===== src/rtl/rakt_pkg.sv =====
// ----------------------------------------------------------------------------
// rakt_pkg
// Shared types and codes of the reference-count aging key table.
// ----------------------------------------------------------------------------
package rakt_pkg;

  localparam int unsigned KEY_W  = 32;
  localparam int unsigned REFS_W = 16;
  localparam int unsigned MARK_W = 7;
  localparam int unsigned CNT_W  = 7;
  localparam logic [REFS_W-1:0] REFS_MAX = '1;

  // Configuration register indexes
  localparam logic CFG_HIGH_MARK = 1'b0;
  localparam logic CFG_LOW_MARK  = 1'b1;

  // Item kinds on the input tuser
  localparam logic MODE_REF   = 1'b0;
  localparam logic MODE_CLEAN = 1'b1;

  typedef enum logic [2:0] {
    STAT_HIT      = 3'd0,
    STAT_INSERTED = 3'd1,
    STAT_REFUSED  = 3'd2,
    STAT_FULL     = 3'd3,
    STAT_CLEANED  = 3'd4,
    STAT_SKIPPED  = 3'd5
  } status_e;

  typedef enum logic [1:0] {
    S_CLEAR,
    S_IDLE,
    S_WALK,
    S_FINISH
  } state_e;

  typedef struct packed {
    logic              valid;
    logic [REFS_W-1:0] refs;
    logic [KEY_W-1:0]  key;
  } entry_t;

  // controller -> datapath
  typedef struct packed {
    logic clear;   // clearing pass, one entry a cycle
    logic start;   // input transfer taken this cycle
    logic walk;    // table walk running
    logic finish;  // load result into output register
  } cmd_t;

  // datapath -> controller
  typedef struct packed {
    logic clear_last;
    logic early;      // refused or skipped without a walk
    logic walk_done;
    logic out_free;
  } sts_t;

endpackage


===== src/rtl/rakt_ctrl.sv =====
// ----------------------------------------------------------------------------
// rakt_ctrl
// Sequencer: clearing pass after reset, item accept, table walk, result load.
// ----------------------------------------------------------------------------
module rakt_ctrl
  import rakt_pkg::*;
(
  input  logic clk_i,
  input  logic rst_ni,
  input  logic s_axis_tvalid_i,
  output logic s_axis_tready_o,
  input  sts_t sts_i,
  output cmd_t cmd_o
);

  state_e state_q, state_d;

  always_ff @(posedge clk_i or negedge rst_ni) begin
    if (!rst_ni) begin
      state_q <= S_CLEAR;
    end else begin
      state_q <= state_d;
    end
  end

  always_comb begin
    state_d = state_q;
    unique case (state_q)
      S_CLEAR: begin
        if (sts_i.clear_last) state_d = S_IDLE;
      end
      S_IDLE: begin
        if (s_axis_tvalid_i) state_d = sts_i.early ? S_FINISH : S_WALK;
      end
      S_WALK: begin
        if (sts_i.walk_done) state_d = S_FINISH;
      end
      S_FINISH: begin
        if (sts_i.out_free) state_d = S_IDLE;
      end
      default: state_d = S_CLEAR;
    endcase
  end

  always_comb begin
    cmd_o           = '0;
    s_axis_tready_o = 1'b0;
    unique case (state_q)
      S_CLEAR:  cmd_o.clear = 1'b1;
      S_IDLE: begin
        s_axis_tready_o = 1'b1;
        cmd_o.start     = s_axis_tvalid_i;
      end
      S_WALK:   cmd_o.walk = 1'b1;
      S_FINISH: cmd_o.finish = sts_i.out_free;
      default:  cmd_o = '0;
    endcase
  end

endmodule


===== src/rtl/rakt_dp.sv =====
// ----------------------------------------------------------------------------
// rakt_dp
// Datapath: entry memory, walk counter, lookup/clean stage, marks, result.
// ----------------------------------------------------------------------------
module rakt_dp
  import rakt_pkg::*;
#(
  parameter int unsigned CAPACITY = 64
) (
  input  logic              clk_i,
  input  logic              rst_ni,
  input  logic              cfg_we_i,
  input  logic              cfg_idx_i,
  input  logic [MARK_W-1:0] cfg_wdata_i,
  input  logic [39:0]       s_axis_tdata_i,
  input  logic              s_axis_tuser_i,
  output logic              m_axis_tvalid_o,
  input  logic              m_axis_tready_i,
  output logic [15:0]       m_axis_tdata_o,
  output logic [2:0]        m_axis_tuser_o,
  input  cmd_t              cmd_i,
  output sts_t              sts_o
);

  localparam int unsigned AW = $clog2(CAPACITY);
  localparam int unsigned LW = $clog2(CAPACITY + 1);
  localparam int unsigned CW = (LW > MARK_W) ? LW : MARK_W;
  localparam logic [AW-1:0] LAST = AW'(CAPACITY - 1);

  entry_t mem [CAPACITY];

  logic [MARK_W-1:0] hwm_q, lwm_q;
  logic [LW-1:0]     live_q, live_d;
  logic              mode_q;
  logic [KEY_W-1:0]  key_q;
  logic [AW-1:0]     addr_q, addr_d;
  logic              issue_q, issue_d;
  logic              rd_vld_q;
  logic [AW-1:0]     rd_addr_q;
  entry_t            rd_data_q;
  logic              free_found_q, free_found_d;
  logic [AW-1:0]     free_slot_q, free_slot_d;
  logic [LW-1:0]     removed_q, removed_d;
  status_e           status_q, status_d;
  logic [LW-1:0]     evicted_q, evicted_d;
  logic              out_valid_q;
  status_e           out_status_q;
  logic [CNT_W-1:0]  out_count_q, out_evicted_q;

  logic              in_mode, in_check;
  logic [KEY_W-1:0]  in_key;
  logic              refuse, skip;
  logic              stage, hit, at_last, is_free, evict;
  logic              wr_en;
  logic [AW-1:0]     wr_addr;
  entry_t            wr_data;

  assign in_key   = s_axis_tdata_i[KEY_W-1:0];
  assign in_check = s_axis_tdata_i[KEY_W];
  assign in_mode  = s_axis_tuser_i;

  assign refuse = (in_mode == MODE_REF) && (CW'(live_q) > CW'(hwm_q));
  assign skip   = (in_mode == MODE_CLEAN) && in_check && (CW'(live_q) < CW'(lwm_q));

  assign stage   = cmd_i.walk && rd_vld_q;
  assign at_last = (rd_addr_q == LAST);
  assign hit     = (mode_q == MODE_REF) && rd_data_q.valid && (rd_data_q.key == key_q);
  assign is_free = !rd_data_q.valid;
  assign evict   = rd_data_q.valid && (rd_data_q.refs <= REFS_W'(1));

  assign sts_o.clear_last = cmd_i.clear && (addr_q == LAST);
  assign sts_o.early      = refuse || skip;
  assign sts_o.walk_done  = stage && (hit || at_last);
  assign sts_o.out_free   = !out_valid_q || m_axis_tready_i;

  // walk counter and item state
  always_comb begin
    addr_d       = addr_q;
    issue_d      = issue_q;
    free_found_d = free_found_q;
    free_slot_d  = free_slot_q;
    removed_d    = removed_q;
    status_d     = status_q;
    evicted_d    = evicted_q;
    live_d       = live_q;
    wr_en        = 1'b0;
    wr_addr      = rd_addr_q;
    wr_data      = rd_data_q;

    if (cmd_i.clear) begin
      addr_d  = addr_q + AW'(1);
      wr_en   = 1'b1;
      wr_addr = addr_q;
      wr_data = '0;
    end

    if (cmd_i.start) begin
      addr_d       = '0;
      issue_d      = 1'b1;
      free_found_d = 1'b0;
      removed_d    = '0;
      evicted_d    = '0;
      status_d     = refuse ? STAT_REFUSED : STAT_SKIPPED;
    end

    if (cmd_i.walk) begin
      addr_d = addr_q + AW'(1);
      if (addr_q == LAST) issue_d = 1'b0;
    end

    if (stage) begin
      if (mode_q == MODE_REF) begin
        if (hit) begin
          wr_en        = 1'b1;
          wr_data.refs = (rd_data_q.refs == REFS_MAX) ? REFS_MAX
                                                       : rd_data_q.refs + REFS_W'(1);
          status_d     = STAT_HIT;
        end else begin
          if (is_free && !free_found_q) begin
            free_found_d = 1'b1;
            free_slot_d  = rd_addr_q;
          end
          if (at_last) begin
            if (free_found_d) begin
              wr_en    = 1'b1;
              wr_addr  = free_slot_d;
              wr_data  = '{valid: 1'b1, refs: REFS_W'(1), key: key_q};
              live_d   = live_q + LW'(1);
              status_d = STAT_INSERTED;
            end else begin
              status_d = STAT_FULL;
            end
          end
        end
      end else begin
        if (rd_data_q.valid) begin
          wr_en = 1'b1;
          if (evict) begin
            wr_data   = '0;
            removed_d = removed_q + LW'(1);
          end else begin
            wr_data.refs = rd_data_q.refs - REFS_W'(1);
          end
        end
        if (at_last) begin
          live_d    = live_q - removed_d;
          evicted_d = removed_d;
          status_d  = STAT_CLEANED;
        end
      end
    end
  end

  always_ff @(posedge clk_i or negedge rst_ni) begin
    if (!rst_ni) begin
      hwm_q       <= MARK_W'(48);
      lwm_q       <= MARK_W'(16);
      live_q      <= '0;
      addr_q      <= '0;
      issue_q     <= 1'b0;
      rd_vld_q    <= 1'b0;
      out_valid_q <= 1'b0;
    end else begin
      if (cfg_we_i) begin
        unique case (cfg_idx_i)
          CFG_HIGH_MARK: hwm_q <= cfg_wdata_i;
          CFG_LOW_MARK:  lwm_q <= cfg_wdata_i;
          default:       hwm_q <= hwm_q;
        endcase
      end
      live_q   <= live_d;
      addr_q   <= addr_d;
      issue_q  <= issue_d;
      rd_vld_q <= cmd_i.walk && issue_q;
      if (cmd_i.finish) begin
        out_valid_q <= 1'b1;
      end else if (m_axis_tready_i) begin
        out_valid_q <= 1'b0;
      end
    end
  end

  // payload registers
  always_ff @(posedge clk_i) begin
    if (cmd_i.start) begin
      mode_q <= in_mode;
      key_q  <= in_key;
    end
    rd_addr_q    <= addr_q;
    free_found_q <= free_found_d;
    free_slot_q  <= free_slot_d;
    removed_q    <= removed_d;
    status_q     <= status_d;
    evicted_q    <= evicted_d;
    if (cmd_i.finish) begin
      out_status_q  <= status_q;
      out_count_q   <= CNT_W'(live_q);
      out_evicted_q <= CNT_W'(evicted_q);
    end
  end

  // entry memory, registered read
  always_ff @(posedge clk_i) begin
    if (wr_en) mem[wr_addr] <= wr_data;
    rd_data_q <= mem[addr_q];
  end

  assign m_axis_tvalid_o = out_valid_q;
  assign m_axis_tdata_o  = {2'b00, out_evicted_q, out_count_q};
  assign m_axis_tuser_o  = out_status_q;

endmodule


===== src/rtl/refcount_aging_key_table.sv =====
// ----------------------------------------------------------------------------
// refcount_aging_key_table
// Key table with saturating reference counts, aging clean pass and marks.
//
//   channel   dir  transfer              payload
//   s_axis    in   tvalid & tready       tdata: key, check_mark; tuser: mode
//   m_axis    out  tvalid & tready       tdata: entry_count, evicted; tuser: status
//   cfg       in   cfg_we_i              cfg_idx_i, cfg_wdata_i
//
// A clean or a missed reference walks every entry (one memory read per
// entry) before ready rises again; a hit ends the walk at the matching
// entry; a refusal or skip loads its result without a walk. After reset a
// clearing pass over all entries runs with s_axis_tready_o low. One result
// is held in the output register; a stalled output holds the next result in the finish step.
// ----------------------------------------------------------------------------
module refcount_aging_key_table
  import rakt_pkg::*;
#(
  parameter int unsigned CAPACITY = 64
) (
  input  logic              clk_i,
  input  logic              rst_ni,
  input  logic              cfg_we_i,
  input  logic              cfg_idx_i,
  input  logic [MARK_W-1:0] cfg_wdata_i,
  input  logic              s_axis_tvalid_i,
  output logic              s_axis_tready_o,
  input  logic [39:0]       s_axis_tdata_i,  // key[31:0], check_mark[32], zero
  input  logic              s_axis_tuser_i,  // mode[0]
  output logic              m_axis_tvalid_o,
  input  logic              m_axis_tready_i,
  output logic [15:0]       m_axis_tdata_o,  // entry_count[6:0], evicted[13:7], zero
  output logic [2:0]        m_axis_tuser_o   // status[2:0]
);

  cmd_t cmd;
  sts_t sts;

  rakt_ctrl u_ctrl (
    .clk_i           (clk_i),
    .rst_ni          (rst_ni),
    .s_axis_tvalid_i (s_axis_tvalid_i),
    .s_axis_tready_o (s_axis_tready_o),
    .sts_i           (sts),
    .cmd_o           (cmd)
  );

  rakt_dp #(
    .CAPACITY (CAPACITY)
  ) u_dp (
    .clk_i           (clk_i),
    .rst_ni          (rst_ni),
    .cfg_we_i        (cfg_we_i),
    .cfg_idx_i       (cfg_idx_i),
    .cfg_wdata_i     (cfg_wdata_i),
    .s_axis_tdata_i  (s_axis_tdata_i),
    .s_axis_tuser_i  (s_axis_tuser_i),
    .m_axis_tvalid_o (m_axis_tvalid_o),
    .m_axis_tready_i (m_axis_tready_i),
    .m_axis_tdata_o  (m_axis_tdata_o),
    .m_axis_tuser_o  (m_axis_tuser_o),
    .cmd_i           (cmd),
    .sts_o           (sts)
  );

endmodule


===== config.mk =====
export PLATFORM = sky130hd
export DESIGN_NAME = refcount_aging_key_table
export DESIGN_NICKNAME = d
export VERILOG_FILES = /design/src/rtl/rakt_pkg.sv /design/src/rtl/rakt_ctrl.sv /design/src/rtl/rakt_dp.sv /design/src/rtl/refcount_aging_key_table.sv
export SDC_FILE = /design/constraint.sdc
export NUM_CORES = 2
export LEC_CHECK = 0
export ABC_AREA = 1
export BUFFER_PORTS_ARGS = -buffer_cell sky130_fd_sc_hd__buf_2
export CAP_MARGIN = 15
export CELL_PAD_IN_SITES_DETAIL_PLACEMENT = 2
export CELL_PAD_IN_SITES_GLOBAL_PLACEMENT = 2
export CORE_MARGIN = 2
export CORE_UTILIZATION = 30
export DETAILED_ROUTE_END_ITERATION = 8
export PLACE_DENSITY = 0.56
export SLEW_MARGIN = 20
export SYNTH_ARGS = -nofsm -noshare
export SYNTH_HDL_FRONTEND = slang
export SYNTH_SLANG_ARGS = --single-unit
export TNS_END_PERCENT = 10

===== constraint.sdc =====
create_clock -name clk_i -period 14.3 [get_ports clk_i]
set_input_delay 2.86 -clock clk_i [delete_from_list [all_inputs] [get_ports clk_i]]
set_output_delay 2.86 -clock clk_i [all_outputs]
set_load 0.005 [all_outputs]

=== Word level (Yosys, flattened, before mapping) ===
Memory sizes are Yosys's and may differ from the RTL's. A register that Yosys moved wholly into a read port is not among the register bits.
Index checks and enable logic that the tools add are counted.

* Flip-flop bits (word level): 112
* RAM bits: 3136
* Input bits: 54
* Word-level logic and storage cells: 153
* Memories kept: 1

{| class="wikitable"
|+ Memories
! memory !! depth !! bits a word !! rd ports !! clocked after memory_dff !! write ports !! RTL line !! RTL
|-
| u_dp.mem || 64 || 49 || 1 || 1 || 1 || rakt_dp.sv:30 || <nowiki>entry_t mem [CAPACITY];</nowiki>
|}

* Add/sub/neg operators: 6
* Magnitude comparators: 3
* Equal/unequal tests: 13
* Muxes and demuxes: 80
* Bitwise gates (word level): 4
* Reduce and logical (&&, ||, !) cells: 27

{| class="wikitable"
|+ Operator list
! operator !! count
|-
| $mux 49 || 6
|-
| $mux 7 || 16
|-
| $mux 32 || 2
|-
| $mux 6 || 10
|-
| $mux 16 || 3
|-
| $eq 32x32->1 || 1
|-
| $mux 1 || 30
|-
| $mux 3 || 7
|-
| $add 16x1->16 const B || 1
|-
| $eq 16x16->1 const B || 1
|-
| $le 16x1->1 const B || 1
|-
| $sub 16x1->16 const B || 1
|-
| $add 7x1->7 const B || 2
|-
| $eq 6x6->1 const B || 2
|-
| $logic_and 1x1->1 || 11
|-
| $mux 2 || 5
|-
| $ne 2x2->1 const B || 4
|-
| $pmux 2 s4 || 1
|-
| $gt 7x7->1 || 1
|-
| $lt 7x7->1 || 1
|-
| $sub 7x7->7 || 1
|-
| $add 6x1->6 const B || 1
|-
| $reduce_bool 2->1 || 3
|-
| $reduce_and 5->1 || 1
|-
| 11 further kinds || 21
|}

=== Longest topological paths before layout ===
* Depth in word-level cells: 14
* Gate-level depth with buffers: 21

=== Cells and area by module ===
A second synthesis with hierarchy kept.

* Cell total of the unflattened synthesis: 10084
* Area total of the unflattened synthesis: 130721.6 sq um

{| class="wikitable"
|+ By module, submodules not included
! module !! times used !! cells each !! area each (sq um) !! sequential area each (sq um)
|-
| rakt_dp || 1 || 10053 || 130508.9 || 98067.8
|-
| rakt_ctrl || 1 || 31 || 212.7 || 50.0
|}

=== Worst setup path before layout ===
Ideal clock, no wire load.

* Kind: in2reg
* Start: input s_axis_tvalid_i
* End: memory u_dp.mem[0][0] (netlist name), data pin
* Library setup time: 0.728 ns
* Arrival time: 6.332 ns
* Required time: 13.572 ns
* Path slack: 7.240 ns
* Stages on the path: 6
* Buffers on the path: 1
* Cell sequence: nand2_1 -> a21oi_2 -> nor2_4 -> nand2_2 -> buf_2 -> o32ai_1

{| class="wikitable"
|+ RTL lines
! item !! RTL line !! RTL
|-
| start, declared || refcount_aging_key_table.sv:26 || <nowiki>input logic s_axis_tvalid_i,</nowiki>
|-
| end, declared || rakt_dp.sv:30 ||
|}

=== Final worst setup path ===
* Start: input s_axis_tvalid_i
* End: memory u_dp.mem[40][12] (netlist name) (enable)

* Word-level cells in the longest chain between the ends: 13

{| class="wikitable"
|+ RTL lines
! item !! RTL line !! RTL
|-
| $mux 1 * || rakt_ctrl.sv:48 || <nowiki>unique case (state_q)</nowiki>
|-
| $mux 1 * || rakt_dp.sv:97 || <nowiki>if (cmd_i.start) begin</nowiki>
|-
| $mux 1 * || rakt_dp.sv:119 || <nowiki>if (is_free && !free_found_q) begin</nowiki>
|-
| $mux 1 * || rakt_dp.sv:113 || <nowiki>if (hit) begin</nowiki>
|-
| $mux 1 * || rakt_dp.sv:112 || <nowiki>if (mode_q == MODE_REF) begin</nowiki>
|-
| $mux 1 * || rakt_dp.sv:111 || <nowiki>if (stage) begin</nowiki>
|-
| $mux 1 || rakt_dp.sv:124 || <nowiki>if (free_found_d) begin</nowiki>
|-
| $mux 1 || rakt_dp.sv:123 || <nowiki>if (at_last) begin</nowiki>
|-
| $mux 1 || rakt_dp.sv:113 ||
|-
| $mux 1 || rakt_dp.sv:112 ||
|-
| $mux 1 || rakt_dp.sv:111 ||
|-
| $mux 1 || rakt_dp.sv:204 || <nowiki>if (wr_en) mem[wr_addr] <= wr_data;</nowiki>
|-
| $mux 1 (implied by the code) || rakt_dp.sv:204 ||
|}

Mark *: on every way between the ends. The rest lies on a longest branch, timed or not. The select of a mux whose other input is x is not followed.

==> flow_metrics.env <==
export IMPL_status="complete, no violations"
export IMPL_antenna_found_initial=27
export IMPL_cp_required_ps=14920
export IMPL_fin_util_pct=34.9
export IMPL_cp_slowest_stage_delay_ps=640
export IMPL_grt_pass1_vias=93700
export IMPL_dr_pass1_iters=5
export IMPL_seqCellArea_mm2=0.0981
export IMPL_placed_area_mm2=0.138
export IMPL_synthToLayoutAreaGrowth_pct=15.6
export IMPL_path_cells="buf_2, nand2_1, buf_4, a21oi_2, nor2_4, nand3_4, nand2_1, o21ai_1, nor2_2, nand2_2, nor2_4, buf_4, buf_4"
export IMPL_fmax_mhz=145
export IMPL_final_layout_size_suffix_gt1_share_pct=10.3
export IMPL_finalHoldViolations=0
export IMPL_wl_per_cell_um=31.6
export IMPL_combPwrFrac_pct=0.2
export IMPL_overflow=0
export IMPL_maxSlewHeadroom_pct=24.6
export IMPL_regToRegEndpoint="u_dp.mem[40][12]"
export IMPL_clock_skew_final_ps=44.4
export IMPL_clock_path_buffers=4
export IMPL_hold_depth=0
export IMPL_syn_area_mm2=0.130
export IMPL_worst_slew_pin_transition_ps=1130
export IMPL_slew_viol_final=0
export IMPL_grt_busiest_layer="met2"
export IMPL_setup_viol=0
export IMPL_clockRootBuffer="clkbuf_16"
export IMPL_grt_max_degree=202
export IMPL_port_buffers=65
export IMPL_critPathMaxFanout=23
export IMPL_cts_resized_gates=0
export IMPL_rsz0062_at_grt="false"
export IMPL_initial_core_util_pct=30.2
export IMPL_grt_usage_pct=22.3
export IMPL_drc=0
export IMPL_post_cts_setup_buffers=0
export IMPL_arrival_ps=7530
export IMPL_syn_area_per_cell_um2=13.2
export IMPL_cts_tree="done"
export IMPL_gr_usage_met2_pct=37.9
export IMPL_insertion_delay_ps=1000
export IMPL_hold_buffers=0
export IMPL_p_per_area_mw_per_mm2=134
export IMPL_ant_nets=0
export IMPL_fp_dieArea_mm2=0.439
export IMPL_dr_first_iter_drc_count=7224
export IMPL_fin_area_mm2=0.150
export IMPL_core_mm2=0.432
export IMPL_die_y_um=663
export IMPL_reg2reg_depth=14
export IMPL_p_int_w=0.0161
export IMPL_total_power_w=0.0202
export IMPL_hp_start="u_dp.evicted_q[1]"
export IMPL_fin_crit_ps=6920
export IMPL_clk_pin_slew_ps=60
export IMPL_num_vias=87000
export IMPL_core_rowCount=241
export IMPL_clock_sinks=3297
export IMPL_ys_seq_area_share_pct=75.4
export IMPL_period_share_pct=48.4
export IMPL_synth_cell_type_count=58
export IMPL_p_leak_nw=41.0
export IMPL_cp_start_kind="input pin"
export IMPL_switching_power_w=0.00411
export IMPL_maxCapViolations=0
export IMPL_cts_htree_levels=5
export IMPL_hpwl_um=274000
export IMPL_multi_input_area_mm2=0.0296
export IMPL_slowest_stage="nand3_4"
export IMPL_peakVddDrop_uv=106
export IMPL_cp_end_kind="register"
export IMPL_via_per_inst=5.47
export IMPL_p_seq_share_pct=51.7
export IMPL_fin_setup_tns_ps=0
export IMPL_postSynthCellCount=9884
export IMPL_cp_num_buf_inv=4
export IMPL_ys_flop_type="edfxtp_1"
export IMPL_crit_path_frequent_cell="buf_4"
export IMPL_use_met1_pct=30.2
export IMPL_hold_ws_ps=437
export IMPL_path_class="in -> reg"
export IMPL_fp_dieW_um=663
export IMPL_nFillCells=43700
export IMPL_switching_share_pct=20.3
export IMPL_numCtsBuffers=376
export IMPL_finalWirelength_um=503000
export IMPL_r2r_slack_ps=8610
export IMPL_nets=9965
export IMPL_synth_edf_count=3192
export IMPL_p_clk_share_pct=48.1
export IMPL_critPathTopFamily="simple AND/OR/NAND/NOR gates"
export IMPL_ys_warn_count=0
export IMPL_synth_async_reset_ratio_pct=0.971
export IMPL_reg2reg_from="u_ctrl.state_q[1]"
export IMPL_gp_congestion=0.785
export IMPL_use_met3_pct=2.44
export IMPL_grt_pass1_wl_um=709000
export IMPL_hold_path_end="u_dp.out_evicted_q[1]"
export IMPL_num_io_pins=75
export IMPL_synth_ff_latch_count=3297
export IMPL_hold_class="reg -> reg"
## registers in the layout (all words and copies together), names as in the netlist
| signal | flops |
|---|---|
| u_ctrl.state_q | 2 |
| u_dp.addr_q | 6 |
| u_dp.evicted_q | 7 |
| u_dp.free_found_q | 1 |
| u_dp.free_slot_q | 6 |
| u_dp.hwm_q | 7 |
| u_dp.issue_q | 1 |
| u_dp.key_q | 32 |
| u_dp.live_q | 7 |
| u_dp.lwm_q | 7 |
| u_dp.m_axis_tuser_o | 3 |
| u_dp.m_axis_tvalid_o | 1 |
| u_dp.mem | 3136 |
| u_dp.mode_q | 1 |
| u_dp.out_count_q | 7 |
| u_dp.out_evicted_q | 7 |
| u_dp.rd_addr_q | 6 |
| u_dp.rd_data_q | 49 |
| u_dp.rd_vld_q | 1 |
| u_dp.removed_q | 7 |
| u_dp.status_q | 3 |
## cell usage after synthesis (all sizes together), types with 6 or more instances
cell type | number | area share, %
a21oi | 147 | 0.58
buf | 185 | 0.70
clkbuf | 515 | 1.5
dfrtp | 29 | 0.56
dfxtp | 73 | 1.1
edfxtp | 3192 | 74
ha | 28 | 0.27
inv | 177 | 0.51
nand2 | 647 | 1.9
nand3 | 365 | 1.4
nand4 | 107 | 0.61
nor2 | 1737 | 5.0
nor3 | 19 | 0.081
o211a | 7 | 0.054
o211ai | 90 | 0.52
o21ai | 1686 | 6.5
o221ai | 306 | 2.1
o22ai | 496 | 2.4
o31ai | 9 | 0.052
o32ai | 6 | 0.040
xnor2 | 6 | 0.040
xor2 | 27 | 0.18
## metrics by stage
step	worst slack, ps	instances
final	7380	15900
after global routing	7190	15900
after CTS	7370	15900
after detailed placement	6310	15200
after global placement	6410	15200
after floorplan	7240	9885
## cells in the final DEF, fill, tap and decap left out, types with 10 or more instances in the layout
cell | Yosys | layout
xor2_1 | 27 | 27
inv_1 | 168 | 161
nor2_1 | 1725 | 1660
dfrtp_1 | 29 | 24
nand4_1 | 96 | 96
nand3_1 | 357 | 357
buf_12 | 0 | 22
nor2_4 | 2 | 67
o21ai_1 | 11 | 10
clkinvlp_4 | 0 | 12
clkinv_2 | 0 | 68
o21ai_0 | 1674 | 1663
dfxtp_1 | 73 | 73
nand2_2 | 12 | 16
clkbuf_1 | 515 | 72
clkinv_1 | 2 | 86
o211ai_1 | 90 | 90
buf_2 | 132 | 65
ha_1 | 28 | 27
nor3_1 | 17 | 17
bufinv_16 | 0 | 40
nor2_2 | 10 | 10
o221ai_1 | 306 | 306
o22ai_4 | 0 | 16
nand2_1 | 628 | 623
clkbuf_16 | 0 | 380
o22ai_1 | 496 | 480
edfxtp_1 | 3192 | 3192
o21ai_4 | 0 | 12
buf_4 | 6 | 230
a21oi_1 | 145 | 144
## layer usage
metal  vias to the layer above  wire length, um
met3                       628            21200
met4                         0            13800
met5                         -                0
li1                      37100                -
met2                      2159           244000
met1                     47100           224000
## logic make-up (layout without fill, tap and decap cells)
| family | Yosys count | after routing | share of synthesized area [%] |
|---|---|---|---|
| xor gates and xnor gates | 33 | 33 | 0.222 |
| DFF | 3297 | 3297 | 75.4 |
| AOI/OAI and AO/OA | 2758 | 2758 | 12.2 |
| adders and majority gates | 29 | 29 | 0.285 |
| other | 1 | 11 | 0.00288 |
| buffers and inverters | 879 | 1187 | 2.70 |
| and+or+nand+nor | 2887 | 2887 | 9.17 |
## cell type report
class | count | share of cell area [%]
clock inverters | 232 | 1.59
diodes | 9 | 0.0150
well taps | 5710 | 4.75
inverters | 179 | 0.481
clock buffers | 457 | 6.55
repair buffers | 319 | 1.69
multi-input cells | 5709 | 19.7
flip-flops and latches | 3297 | 65.2
## worst max-delay path by stage
| stage | start | to | slack [ps] | cells after the start |
|---|---|---|---|---|
| floorplan | s_axis_tvalid_i | u_dp.mem[0][0] | 7240 | 6 |
| global placement | s_axis_tvalid_i | u_dp.mem[40][21] | 6410 | 13 |
| detailed placement | s_axis_tvalid_i | u_dp.mem[40][21] | 6310 | 13 |
| CTS | s_axis_tvalid_i | u_dp.mem[40][39] | 7370 | 13 |
| global route | s_axis_tvalid_i | u_dp.mem[40][12] | 7190 | 13 |
| finish | s_axis_tvalid_i | u_dp.mem[40][12] | 7380 | 13 |
## power groups by stage
stage	registers, W	clock network, W	logic [W]
2_1_floorplan	0.0106	0	0.0000122
3_3_place_gp	0.0106	0	0.0000321
3_5_place_dp	0.0106	0	0.0000330
4_1_cts	0.0104	0.00992	0.0000338
5_1_grt	0.0104	0.0103	0.0000364
6_report	0.0104	0.00972	0.0000328
Note: power is estimated with default switching activity, not from simulation.
